==> src/hw/rtl/sfd_pkg.sv <==
// ----------------------------------------------------------------------------
// sfd_pkg
// Shared types and constants of the SBUS frame decoder.
// ----------------------------------------------------------------------------
`timescale 1ns / 1ps

package sfd_pkg;

    localparam int FRAME_BYTES   = 25;
    localparam int CHANNEL_COUNT = 16;
    localparam int STORE_DEPTH   = FRAME_BYTES - 2;   // frame bytes 1..23
    localparam int END_POS       = FRAME_BYTES - 1;   // position of the end byte
    localparam int FLAGS_ADDR    = STORE_DEPTH - 1;   // flags byte within the store
    localparam int RAW_BITS      = 11;

    localparam logic [7:0] HDR_BYTE = 8'h0F;
    localparam logic [7:0] END_BYTE = 8'h00;

    localparam int RAW_LOW  = 172;
    localparam int RAW_HIGH = 1811;
    localparam int RAW_SPAN = RAW_HIGH - RAW_LOW;

    localparam int LOST_BIT = 5;   // 0x20 of the flags byte
    localparam int FS_BIT   = 4;   // 0x10 of the flags byte

    // Queue entry kinds between the framer and the decoder.
    typedef enum logic
    {
        QK_DATA,
        QK_COMMIT
    } qkind_t;

    typedef struct packed
    {
        qkind_t     kind;
        logic [4:0] idx;
        logic [7:0] data;
    } qitem_t;

    // Decoder sequencer states.
    typedef enum logic [1:0]
    {
        BK_IDLE,
        BK_FLAGS,
        BK_FILL,
        BK_ISSUE
    } bk_state_t;

    // Per-channel tag that travels beside the value through the scaler.
    typedef struct packed
    {
        logic [3:0] channel;
        logic       lost;
        logic       fs;
        logic       last;
    } chan_tag_t;

    typedef struct packed
    {
        chan_tag_t          tag;
        logic [10:0]        raw;
        logic signed [15:0] scaled;
    } result_t;

endpackage

==> src/hw/rtl/sfd_front.sv <==
// ----------------------------------------------------------------------------
// sfd_front
// Byte framer: tracks the frame position and turns bytes into queue entries.
// ----------------------------------------------------------------------------
`timescale 1ns / 1ps

module sfd_front
(
    input  logic            clk,
    input  logic            rst_n,
    input  logic            accept,
    input  logic [7:0]      rx_byte,
    input  logic            gap_before,
    output logic            push,
    output sfd_pkg::qitem_t push_item
);
    import sfd_pkg::*;

    logic [4:0] pos_reg;
    logic [4:0] pos_next;
    logic [4:0] pos_eff;

    always_ff @(posedge clk or negedge rst_n)
    begin
        if (!rst_n)
        begin
            pos_reg <= '0;
        end
        else
        begin
            pos_reg <= pos_next;
        end
    end

    always_comb
    begin
        // An idle gap sends the framer back to hunting before the byte is judged.
        pos_eff        = gap_before ? 5'd0 : pos_reg;
        pos_next       = pos_reg;
        push           = 1'b0;
        push_item.kind = QK_DATA;
        push_item.idx  = pos_eff - 5'd1;
        push_item.data = rx_byte;
        if (accept)
        begin
            priority if (pos_eff == 5'd0)
            begin
                pos_next = (rx_byte == HDR_BYTE) ? 5'd1 : 5'd0;
            end
            else if (pos_eff < 5'(END_POS))
            begin
                push     = 1'b1;
                pos_next = pos_eff + 5'd1;
            end
            else
            begin
                pos_next       = 5'd0;
                push           = (rx_byte == END_BYTE);
                push_item.kind = QK_COMMIT;
            end
        end
    end

endmodule

==> src/hw/rtl/sfd_queue.sv <==
// ----------------------------------------------------------------------------
// sfd_queue
// Small first-in first-out queue of framer entries.
// ----------------------------------------------------------------------------
`timescale 1ns / 1ps

module sfd_queue #(
    parameter int DEPTH = 4
)
(
    input  logic            clk,
    input  logic            rst_n,
    input  logic            push,
    input  sfd_pkg::qitem_t push_item,
    output logic            full,
    input  logic            pop,
    output logic            head_valid,
    output sfd_pkg::qitem_t head_item
);
    import sfd_pkg::*;

    localparam int PTR_W = $clog2(DEPTH);
    localparam int CNT_W = $clog2(DEPTH + 1);

    qitem_t             slot_reg [DEPTH];
    logic [PTR_W-1:0]   wr_ptr_reg;
    logic [PTR_W-1:0]   rd_ptr_reg;
    logic [CNT_W-1:0]   count_reg;
    logic               do_push;
    logic               do_pop;

    assign full       = (count_reg == CNT_W'(DEPTH));
    assign head_valid = (count_reg != '0);
    assign head_item  = slot_reg[rd_ptr_reg];
    assign do_push    = push && !full;
    assign do_pop     = pop && head_valid;

    always_ff @(posedge clk or negedge rst_n)
    begin
        if (!rst_n)
        begin
            wr_ptr_reg <= '0;
            rd_ptr_reg <= '0;
            count_reg  <= '0;
        end
        else
        begin
            if (do_push)
            begin
                wr_ptr_reg <= (wr_ptr_reg == PTR_W'(DEPTH - 1)) ? '0 : wr_ptr_reg + 1'b1;
            end
            if (do_pop)
            begin
                rd_ptr_reg <= (rd_ptr_reg == PTR_W'(DEPTH - 1)) ? '0 : rd_ptr_reg + 1'b1;
            end
            if (do_push && !do_pop)
            begin
                count_reg <= count_reg + 1'b1;
            end
            else if (do_pop && !do_push)
            begin
                count_reg <= count_reg - 1'b1;
            end
        end
    end

    always_ff @(posedge clk)
    begin
        if (do_push)
        begin
            slot_reg[wr_ptr_reg] <= push_item;
        end
    end

endmodule

==> src/hw/rtl/sfd_scaler.sv <==
// ----------------------------------------------------------------------------
// sfd_scaler
// Four-stage pipeline mapping a raw channel value onto the output span.
// ----------------------------------------------------------------------------
`timescale 1ns / 1ps

module sfd_scaler
(
    input  logic                clk,
    input  logic                rst_n,
    input  logic                in_valid,
    input  logic [10:0]         in_raw,
    input  sfd_pkg::chan_tag_t  in_tag,
    input  logic signed [15:0]  out_min,
    input  logic signed [15:0]  out_max,
    output logic                busy,
    output logic                res_valid,
    output sfd_pkg::result_t    res
);
    import sfd_pkg::*;

    // Division by the nominal span is a multiply by a truncated reciprocal,
    // which lands on the quotient or one below; one compare fixes it.
    localparam int          RECIP_SHIFT = 37;
    localparam logic [26:0] RECIP       = 27'((64'd1 << RECIP_SHIFT) / RAW_SPAN);

    logic               v1_reg, v2_reg, v3_reg, v4_reg;
    chan_tag_t          tag1_reg, tag2_reg, tag3_reg, tag4_reg;
    logic [10:0]        raw1_reg, raw2_reg, raw3_reg, raw4_reg;
    logic signed [28:0] p1_reg;
    logic               neg2_reg, neg3_reg, neg4_reg;
    logic [27:0]        mag2_reg, mag3_reg;
    logic [54:0]        prod3_reg;
    logic [17:0]        q4_reg;

    logic signed [11:0] diff;
    logic signed [16:0] span;
    logic signed [28:0] p1_next;
    logic [27:0]        mag_next;
    logic [54:0]        prod_next;
    logic [17:0]        q0;
    logic [28:0]        rem;
    logic [17:0]        q_next;
    logic signed [18:0] sq;
    logic signed [19:0] sum;

    assign diff      = $signed({1'b0, in_raw}) - 12'sd172;
    assign span      = 17'(out_max) - 17'(out_min);
    assign p1_next   = 29'(diff) * 29'(span);
    assign mag_next  = p1_reg[28] ? 28'(-p1_reg) : 28'(p1_reg);
    assign prod_next = 55'(mag2_reg) * 55'(RECIP);
    assign q0        = prod3_reg[54:RECIP_SHIFT];
    assign rem       = 29'(mag3_reg) - 29'(q0) * 29'(RAW_SPAN);
    assign q_next    = (rem >= 29'(RAW_SPAN)) ? q0 + 18'd1 : q0;

    always_ff @(posedge clk or negedge rst_n)
    begin
        if (!rst_n)
        begin
            v1_reg <= 1'b0;
            v2_reg <= 1'b0;
            v3_reg <= 1'b0;
            v4_reg <= 1'b0;
        end
        else
        begin
            v1_reg <= in_valid;
            v2_reg <= v1_reg;
            v3_reg <= v2_reg;
            v4_reg <= v3_reg;
        end
    end

    always_ff @(posedge clk)
    begin
        tag1_reg  <= in_tag;
        raw1_reg  <= in_raw;
        p1_reg    <= p1_next;
        tag2_reg  <= tag1_reg;
        raw2_reg  <= raw1_reg;
        neg2_reg  <= p1_reg[28];
        mag2_reg  <= mag_next;
        tag3_reg  <= tag2_reg;
        raw3_reg  <= raw2_reg;
        neg3_reg  <= neg2_reg;
        mag3_reg  <= mag2_reg;
        prod3_reg <= prod_next;
        tag4_reg  <= tag3_reg;
        raw4_reg  <= raw3_reg;
        neg4_reg  <= neg3_reg;
        q4_reg    <= q_next;
    end

    always_comb
    begin
        // Quotient was taken on the magnitude, so the sign goes back on here,
        // which gives truncation toward zero.
        sq  = neg4_reg ? -$signed({1'b0, q4_reg}) : $signed({1'b0, q4_reg});
        sum = 20'(out_min) + 20'(sq);
        res.tag = tag4_reg;
        res.raw = raw4_reg;
        priority if (sum > 20'sd32767)
        begin
            res.scaled = 16'sh7FFF;
        end
        else if (sum < -20'sd32768)
        begin
            res.scaled = 16'sh8000;
        end
        else
        begin
            res.scaled = 16'(sum);
        end
    end

    assign res_valid = v4_reg;
    assign busy      = v1_reg || v2_reg || v3_reg || v4_reg;

endmodule

==> src/hw/rtl/sfd_back.sv <==
// ----------------------------------------------------------------------------
// sfd_back
// Frame store and channel unpacker feeding the scaler and the result register.
// ----------------------------------------------------------------------------
`timescale 1ns / 1ps

module sfd_back
(
    input  logic                clk,
    input  logic                rst_n,
    input  logic                head_valid,
    input  sfd_pkg::qitem_t     head_item,
    output logic                pop,
    input  logic signed [15:0]  out_min,
    input  logic signed [15:0]  out_max,
    output logic                out_valid,
    output sfd_pkg::result_t    out_data,
    input  logic                out_ready
);
    import sfd_pkg::*;

    localparam int ADDR_W = $clog2(STORE_DEPTH);

    logic [7:0]         store_mem [STORE_DEPTH];
    logic [7:0]         rd_data_reg;

    bk_state_t          state_reg, state_next;
    logic [17:0]        acc_reg, acc_next;
    logic [4:0]         nbits_reg, nbits_next;
    logic [4:0]         byte_cnt_reg, byte_cnt_next;
    logic [3:0]         ch_reg, ch_next;
    logic               lost_reg, lost_next;
    logic               fs_reg, fs_next;
    logic               out_valid_reg;
    result_t            out_reg;

    logic               wr_en;
    logic               rd_en;
    logic [ADDR_W-1:0]  rd_addr;
    logic               issue;
    chan_tag_t          issue_tag;
    logic               sc_busy;
    logic               sc_valid;
    result_t            sc_res;
    logic [17:0]        acc_fill;
    logic [4:0]         nbits_fill;

    assign wr_en      = pop && (head_item.kind == QK_DATA);
    assign acc_fill   = acc_reg | (18'(rd_data_reg) << nbits_reg);
    assign nbits_fill = nbits_reg + 5'd8;

    always_ff @(posedge clk)
    begin
        if (wr_en)
        begin
            store_mem[head_item.idx[ADDR_W-1:0]] <= head_item.data;
        end
        if (rd_en)
        begin
            rd_data_reg <= store_mem[rd_addr];
        end
    end

    always_ff @(posedge clk or negedge rst_n)
    begin
        if (!rst_n)
        begin
            state_reg <= BK_IDLE;
        end
        else
        begin
            state_reg <= state_next;
        end
    end

    always_ff @(posedge clk)
    begin
        acc_reg      <= acc_next;
        nbits_reg    <= nbits_next;
        byte_cnt_reg <= byte_cnt_next;
        ch_reg       <= ch_next;
        lost_reg     <= lost_next;
        fs_reg       <= fs_next;
    end

    always_comb
    begin
        state_next    = state_reg;
        acc_next      = acc_reg;
        nbits_next    = nbits_reg;
        byte_cnt_next = byte_cnt_reg;
        ch_next       = ch_reg;
        lost_next     = lost_reg;
        fs_next       = fs_reg;
        pop           = 1'b0;
        rd_en         = 1'b0;
        rd_addr       = ADDR_W'(FLAGS_ADDR);
        issue         = 1'b0;
        unique case (state_reg)
            BK_IDLE:
            begin
                pop = head_valid;
                if (head_valid && (head_item.kind == QK_COMMIT))
                begin
                    rd_en      = 1'b1;
                    state_next = BK_FLAGS;
                end
            end
            BK_FLAGS:
            begin
                lost_next     = rd_data_reg[LOST_BIT];
                fs_next       = rd_data_reg[FS_BIT];
                acc_next      = '0;
                nbits_next    = '0;
                byte_cnt_next = '0;
                ch_next       = '0;
                rd_en         = 1'b1;
                rd_addr       = '0;
                state_next    = BK_FILL;
            end
            BK_FILL:
            begin
                // The byte just read joins the bit accumulator above the
                // bits still waiting.
                acc_next      = acc_fill;
                nbits_next    = nbits_fill;
                byte_cnt_next = byte_cnt_reg + 5'd1;
                if (nbits_fill >= 5'(RAW_BITS))
                begin
                    state_next = BK_ISSUE;
                end
                else
                begin
                    rd_en   = 1'b1;
                    rd_addr = ADDR_W'(byte_cnt_reg + 5'd1);
                end
            end
            BK_ISSUE:
            begin
                if (!sc_busy && !out_valid_reg)
                begin
                    issue      = 1'b1;
                    acc_next   = acc_reg >> RAW_BITS;
                    nbits_next = nbits_reg - 5'(RAW_BITS);
                    ch_next    = ch_reg + 4'd1;
                    priority if (ch_reg == 4'(CHANNEL_COUNT - 1))
                    begin
                        state_next = BK_IDLE;
                    end
                    else if ((nbits_reg - 5'(RAW_BITS)) < 5'(RAW_BITS))
                    begin
                        rd_en      = 1'b1;
                        rd_addr    = byte_cnt_reg[ADDR_W-1:0];
                        state_next = BK_FILL;
                    end
                    else
                    begin
                        state_next = BK_ISSUE;
                    end
                end
            end
            default:
            begin
                state_next = BK_IDLE;
            end
        endcase
    end

    assign issue_tag.channel = ch_reg;
    assign issue_tag.lost    = lost_reg;
    assign issue_tag.fs      = fs_reg;
    assign issue_tag.last    = (ch_reg == 4'(CHANNEL_COUNT - 1));

    sfd_scaler u_scaler
    (
        .clk       (clk),
        .rst_n     (rst_n),
        .in_valid  (issue),
        .in_raw    (acc_reg[RAW_BITS-1:0]),
        .in_tag    (issue_tag),
        .out_min   (out_min),
        .out_max   (out_max),
        .busy      (sc_busy),
        .res_valid (sc_valid),
        .res       (sc_res)
    );

    // A channel is only issued with this register empty, so a scaler result
    // never meets a full register.
    always_ff @(posedge clk or negedge rst_n)
    begin
        if (!rst_n)
        begin
            out_valid_reg <= 1'b0;
        end
        else if (sc_valid)
        begin
            out_valid_reg <= 1'b1;
        end
        else if (out_ready)
        begin
            out_valid_reg <= 1'b0;
        end
    end

    always_ff @(posedge clk)
    begin
        if (sc_valid)
        begin
            out_reg <= sc_res;
        end
    end

    assign out_valid = out_valid_reg;
    assign out_data  = out_reg;

endmodule

==> src/hw/rtl/sbus_frame_decoder_unit.sv <==
// Path: a good end byte goes as a commit through the queue; the decoder then reads
// the flags byte and the store, and each channel passes the scaler and result register.
// Throughput: one byte per cycle while the framer queue has room; a channel is issued
// only when the scaler and the result register are empty, so channels go one at a time.
// Reset: framer hunting, queue and pipeline empty, out_min = 0, out_max = 100, store kept.
// ----------------------------------------------------------------------------
// sbus_frame_decoder_unit
// SBUS frame decoder: framer, entry queue, unpacker and span scaler.
// ----------------------------------------------------------------------------
`timescale 1ns / 1ps

module sbus_frame_decoder_unit #(
    parameter int QUEUE_DEPTH = 4
)
(
    input  logic        clk,
    input  logic        rst_n,

    // Received byte stream.
    input  logic        s_tvalid,
    output logic        s_tready,
    input  logic [7:0]  s_tdata,    // [7:0] rx_byte
    input  logic [0:0]  s_tuser,    // [0] gap_before

    // Channel results.
    output logic        m_tvalid,
    input  logic        m_tready,
    // [3:0] channel_index, [14:4] raw_value, [30:15] scaled_value,
    // [31] lost_frame, [32] failsafe_active, [39:33] zero
    output logic [39:0] m_tdata,
    output logic        m_tlast,    // last_channel

    // Configuration port.
    input  logic        psel,
    input  logic        penable,
    input  logic        pwrite,
    input  logic [2:0]  paddr,
    input  logic [31:0] pwdata,
    output logic [31:0] prdata,
    output logic        pready
);
    import sfd_pkg::*;

    // Register map: out_min at byte address 0, out_max at byte address 4.
    localparam logic CFG_OUT_MIN = 1'b0;
    localparam logic CFG_OUT_MAX = 1'b1;

    logic signed [15:0] out_min_reg;
    logic signed [15:0] out_max_reg;
    logic               cfg_write;

    logic               s_accept;
    logic               push;
    qitem_t             push_item;
    logic               q_full;
    logic               q_pop;
    logic               q_head_valid;
    qitem_t             q_head_item;
    result_t            res;

    // The configuration port never waits. Only paddr[2] selects a register,
    // the low address bits are ignored.
    assign pready    = 1'b1;
    assign cfg_write = psel && penable && pwrite && pready;

    always_ff @(posedge clk or negedge rst_n)
    begin
        if (!rst_n)
        begin
            out_min_reg <= 16'sd0;
            out_max_reg <= 16'sd100;
        end
        else if (cfg_write)
        begin
            unique case (paddr[2])
                CFG_OUT_MIN: out_min_reg <= $signed(pwdata[15:0]);
                CFG_OUT_MAX: out_max_reg <= $signed(pwdata[15:0]);
                default:     out_min_reg <= out_min_reg;
            endcase
        end
    end

    always_comb
    begin
        unique case (paddr[2])
            CFG_OUT_MIN: prdata = 32'(out_min_reg);
            CFG_OUT_MAX: prdata = 32'(out_max_reg);
            default:     prdata = '0;
        endcase
    end

    // The framer takes a byte request whenever the queue has room, whether
    // or not that byte produces an entry.
    assign s_tready = !q_full;
    assign s_accept = s_tvalid && s_tready;

    sfd_front u_front
    (
        .clk        (clk),
        .rst_n      (rst_n),
        .accept     (s_accept),
        .rx_byte    (s_tdata),
        .gap_before (s_tuser[0]),
        .push       (push),
        .push_item  (push_item)
    );

    // Data bytes and frame commits wait here while the decoder is busy with
    // the previous frame; a dropped frame simply never sends a commit.
    sfd_queue #(
        .DEPTH (QUEUE_DEPTH)
    ) u_queue
    (
        .clk        (clk),
        .rst_n      (rst_n),
        .push       (push),
        .push_item  (push_item),
        .full       (q_full),
        .pop        (q_pop),
        .head_valid (q_head_valid),
        .head_item  (q_head_item)
    );

    sfd_back u_back
    (
        .clk        (clk),
        .rst_n      (rst_n),
        .head_valid (q_head_valid),
        .head_item  (q_head_item),
        .pop        (q_pop),
        .out_min    (out_min_reg),
        .out_max    (out_max_reg),
        .out_valid  (m_tvalid),
        .out_data   (res),
        .out_ready  (m_tready)
    );

    assign m_tdata = {7'd0, res.tag.fs, res.tag.lost, res.scaled, res.raw, res.tag.channel};
    assign m_tlast = res.tag.last;

endmodule
==> config.mk <==
export PLATFORM = sky130hd
export DESIGN_NAME = sbus_frame_decoder_unit
export DESIGN_NICKNAME = d
export VERILOG_FILES = /design/src/hw/rtl/sfd_pkg.sv /design/src/hw/rtl/sfd_front.sv /design/src/hw/rtl/sfd_queue.sv /design/src/hw/rtl/sfd_scaler.sv /design/src/hw/rtl/sfd_back.sv /design/src/hw/rtl/sbus_frame_decoder_unit.sv
export SDC_FILE = /design/constraint.sdc
export NUM_CORES = 2
export LEC_CHECK = 0
export BUFFER_PORTS_ARGS = -buffer_cell sky130_fd_sc_hd__buf_2
export CORE_ASPECT_RATIO = 0.7
export CORE_MARGIN = 4
export CORE_UTILIZATION = 55
export DETAILED_ROUTE_END_ITERATION = 8
export GPL_TIMING_DRIVEN = 0
export PLACE_DENSITY = 0.72
export SYNTH_ARGS = -nofsm -noshare
export SYNTH_HDL_FRONTEND = slang
export SYNTH_SLANG_ARGS = --single-unit
==> constraint.sdc <==
create_clock -name clk -period 8.8 [get_ports clk]
set_input_delay 1.32 -clock clk [delete_from_list [all_inputs] [get_ports clk]]
set_output_delay 1.32 -clock clk [all_outputs]
set_load 0.03 [all_outputs]
==> run metrics <==
min cycle time layout=8.45 ns; largest family of logic cells by synthesized area=adder cells; ys flop type=edfxtp_1; Synth Area in Compound Gates=0.0702; Slew @ Worst Pin=1.26 ns; initial antenna violation count=1; Fmax=between 0.1 and 0.15 GHz; dpl ws=-0.603 ns; worst setup path start=out_min_reg[0]; CTS Sinks=563; Tightest Hold Check Type=reg2reg; Startpoint Class=flop; clock buffer depth=3; drt initial violations=2337; Overall Global Routing Usage=0.241; half-perimeter wire length after placement=83200 µm; clk_skew=0.0231 ns; max reg flops=184; RR Startpoint=out_min_reg[0]; # fillers=6742; Synthesis Warnings=0; vias in the first global route=around 30000; most common cell after layout, fill and taps aside=inv_1; status=complete, no violations; Die Height=251 µm; DR pass1 iterations=5; CTS buffer count=52; Final Instance Area=between 50000 and 60000 µm²; Worst Path Required=9.31 ns; multiplexer share of the synthesized area=0.0444; Yosys reg bits=563; Core ar.=82900 µm²; vias per cell=5.48; Die ar.=88800 µm²; Reg area=14700 µm²; Synth-to-Final Area Change=8.30%; Starting Density=0.558; IO Port Bufs=between 90 and 100; Area after DPL=48200 µm²; drt wl/cell=19.0 µm; DRC=0; sequential share of the synthesized area=0.318; Fin Hold WS=0.324 ns; Synth async-reset ratio=0.0906; area of the mapped netlist=46200 µm²; CP max stage cell=fa_1; most frequent cells in the layout=inv_1 (879), ha_1 (534), fa_1 (525); DIE WIDTH=355 µm; Synth top area share=0.227; Yosys top cell by area=fa_1; clk slew on worst S/H paths=approximately 0.07 ns; clock root cell=clkbuf_16; CP Class=reg2reg; RSZ-0062 raised after global routing=true; WL final=105000 µm; CTS tree=built; I/O pin cnt=127; CTS H-Tree Depth=2; crit end category=flop; data arrival time of the critical path=8.96 ns; period utilization=0.960; Vias=30129; max_slew headroom=0.151; Final WS setup=0.353 ns; worst skew pair latency=0.62 ns; Synth Area in Adders=0.372; MaxCap Viol Count=0; share of cells above drive strength 1=0.0818; CP max stage delay=between 0.5 and 0.6 ns; final hold violation count=0; setup violators final=0; # rows=88; footprint of the multi-input gates=about 28000 µm²; GRT Residual Overflow=0; Final ANT Viol Nets=0; GPL Wtd Cong=0.918; beginning of the worst hold path=u_back.u_scaler.tag3_reg[1]; critical path fanouts, max=10; main area contributors after synthesis=fa_1 (23%), edfxtp_1 (21%), ha_1 (14%); max-slew violations=0; Synth Instances=4169; Synth Area in XOR/XNOR=0.0311; syn_area_per_cell=11.1 µm²; Synth Area in Simple Gates=0.0805; largest net degree at the start of global routing=52; Nets=approximately 5400; Distinct cells, synth=86; number of flops mapped to enable cells by yosys=316; global-route wire length before repair=169000 µm
cell type report:
| cell class | count | share of cell area |
|---|---|---|
| multi-input cells | 2600 | 0.554 |
| inverters | 880 | 0.0660 |
| well taps | 1125 | 0.0281 |
| clock inverters | 34 | 0.00785 |
| flip-flops and latches | 563 | 0.293 |
| clock buffers | 64 | 0.0279 |
| plain buffers | 132 | 0.0119 |
| repair buffers | 102 | 0.0106 |
| diodes | 3 | 0.000150 |
stage by stage:
stage                     cells  TNS, ns   util
after floorplan            4175        0      -
after global placement     5399    -1.04  0.581
after detailed placement   5401   -0.705  0.581
after CTS                  5500        0  0.603
after global routing       5500  -0.0270  0.604
final                      5503        0  0.604
cell families after synthesis:
kind of cell             after synthesis
AO/OA/AOI/OAI                        484
XOR/XNOR                             164
adder cells (fa/ha/maj)             1059
buffers and inverters               1012
flip-flops                           563
multiplexers                         131
other                                  2
AND/OR/NAND/NOR                      754
synth_stat cells (23+ instances only):
master and number:
a211oi_1 24, a21o_1 39, a21oi_1 99, and2_1 67, and3_1 25, buf_4 24
clkbuf_1 94, dfrtp_1 48, dfxtp_1 196, edfxtp_1 316, fa_1 525, ha_1 534
inv_1 879, mux2_2 43, mux2i_1 33, mux4_2 55, nand2_1 240, nand2b_1 30
nand3_1 63, nand4_1 23, nor2_1 149, nor2b_1 43, nor3_1 31, o21ai_0 102
xnor2_1 124, xor2_1 40
critical path, delay by kind of cell, from the launching register on:
| kind | cells | cell delay [ns] |
|---|---|---|
| buffers and inverters | 6 | 0.55 |
| xor gates and xnor gates | 1 | 0.20 |
| muxes | 1 | 0.24 |
| and+or+nand+nor | 4 | 0.68 |
| DFF | 1 | 0.47 |
| adders and majority gates | 8 | 3.23 |
| AOI/OAI and AO/OA | 12 | 2.96 |
per-layer routing:
layer / wire (µm) / track usage / vias to the layer above / part of all wire
li1: - / - / 14013 / -
met1: 50100 / 0.383 / 14779 / 0.48
met2: 41400 / 0.323 / 1233 / 0.40
met3: 11500 / 0.0749 / 104 / 0.11
met4: 1760 / 0.0427 / 0 / 0.017
met5: 0 / 0 / - / 0
worst paths after layout:
kind	end	slack (ns)	cells past startpoint
worst min-delay path	u_back.u_scaler.res[28]	0.32	0
worst max-delay path	u_back.u_scaler.p1_reg[28]	0.35	32
worst max register to register	u_back.u_scaler.p1_reg[28]	0.35	32
min in group asynchronous	u_queue.wr_ptr_reg[1]	0.79	1
worst min register to register	u_back.u_scaler.res[28]	0.32	0
max in group asynchronous	u_back.u_scaler.res_valid	7.37	1
repair_timing:
item	in CTS	in global routing
hold endpoints to repair	0	0
pin swaps	1	1
gates resized for setup	7	17
buffers inserted	1	0
endpoints found under the setup margin	3	5
hold buffers	0	0
gates cloned	0	0
Power is not shown: default switching activity piles up to over one toggle a cycle in this logic, so the estimate is an artifact.
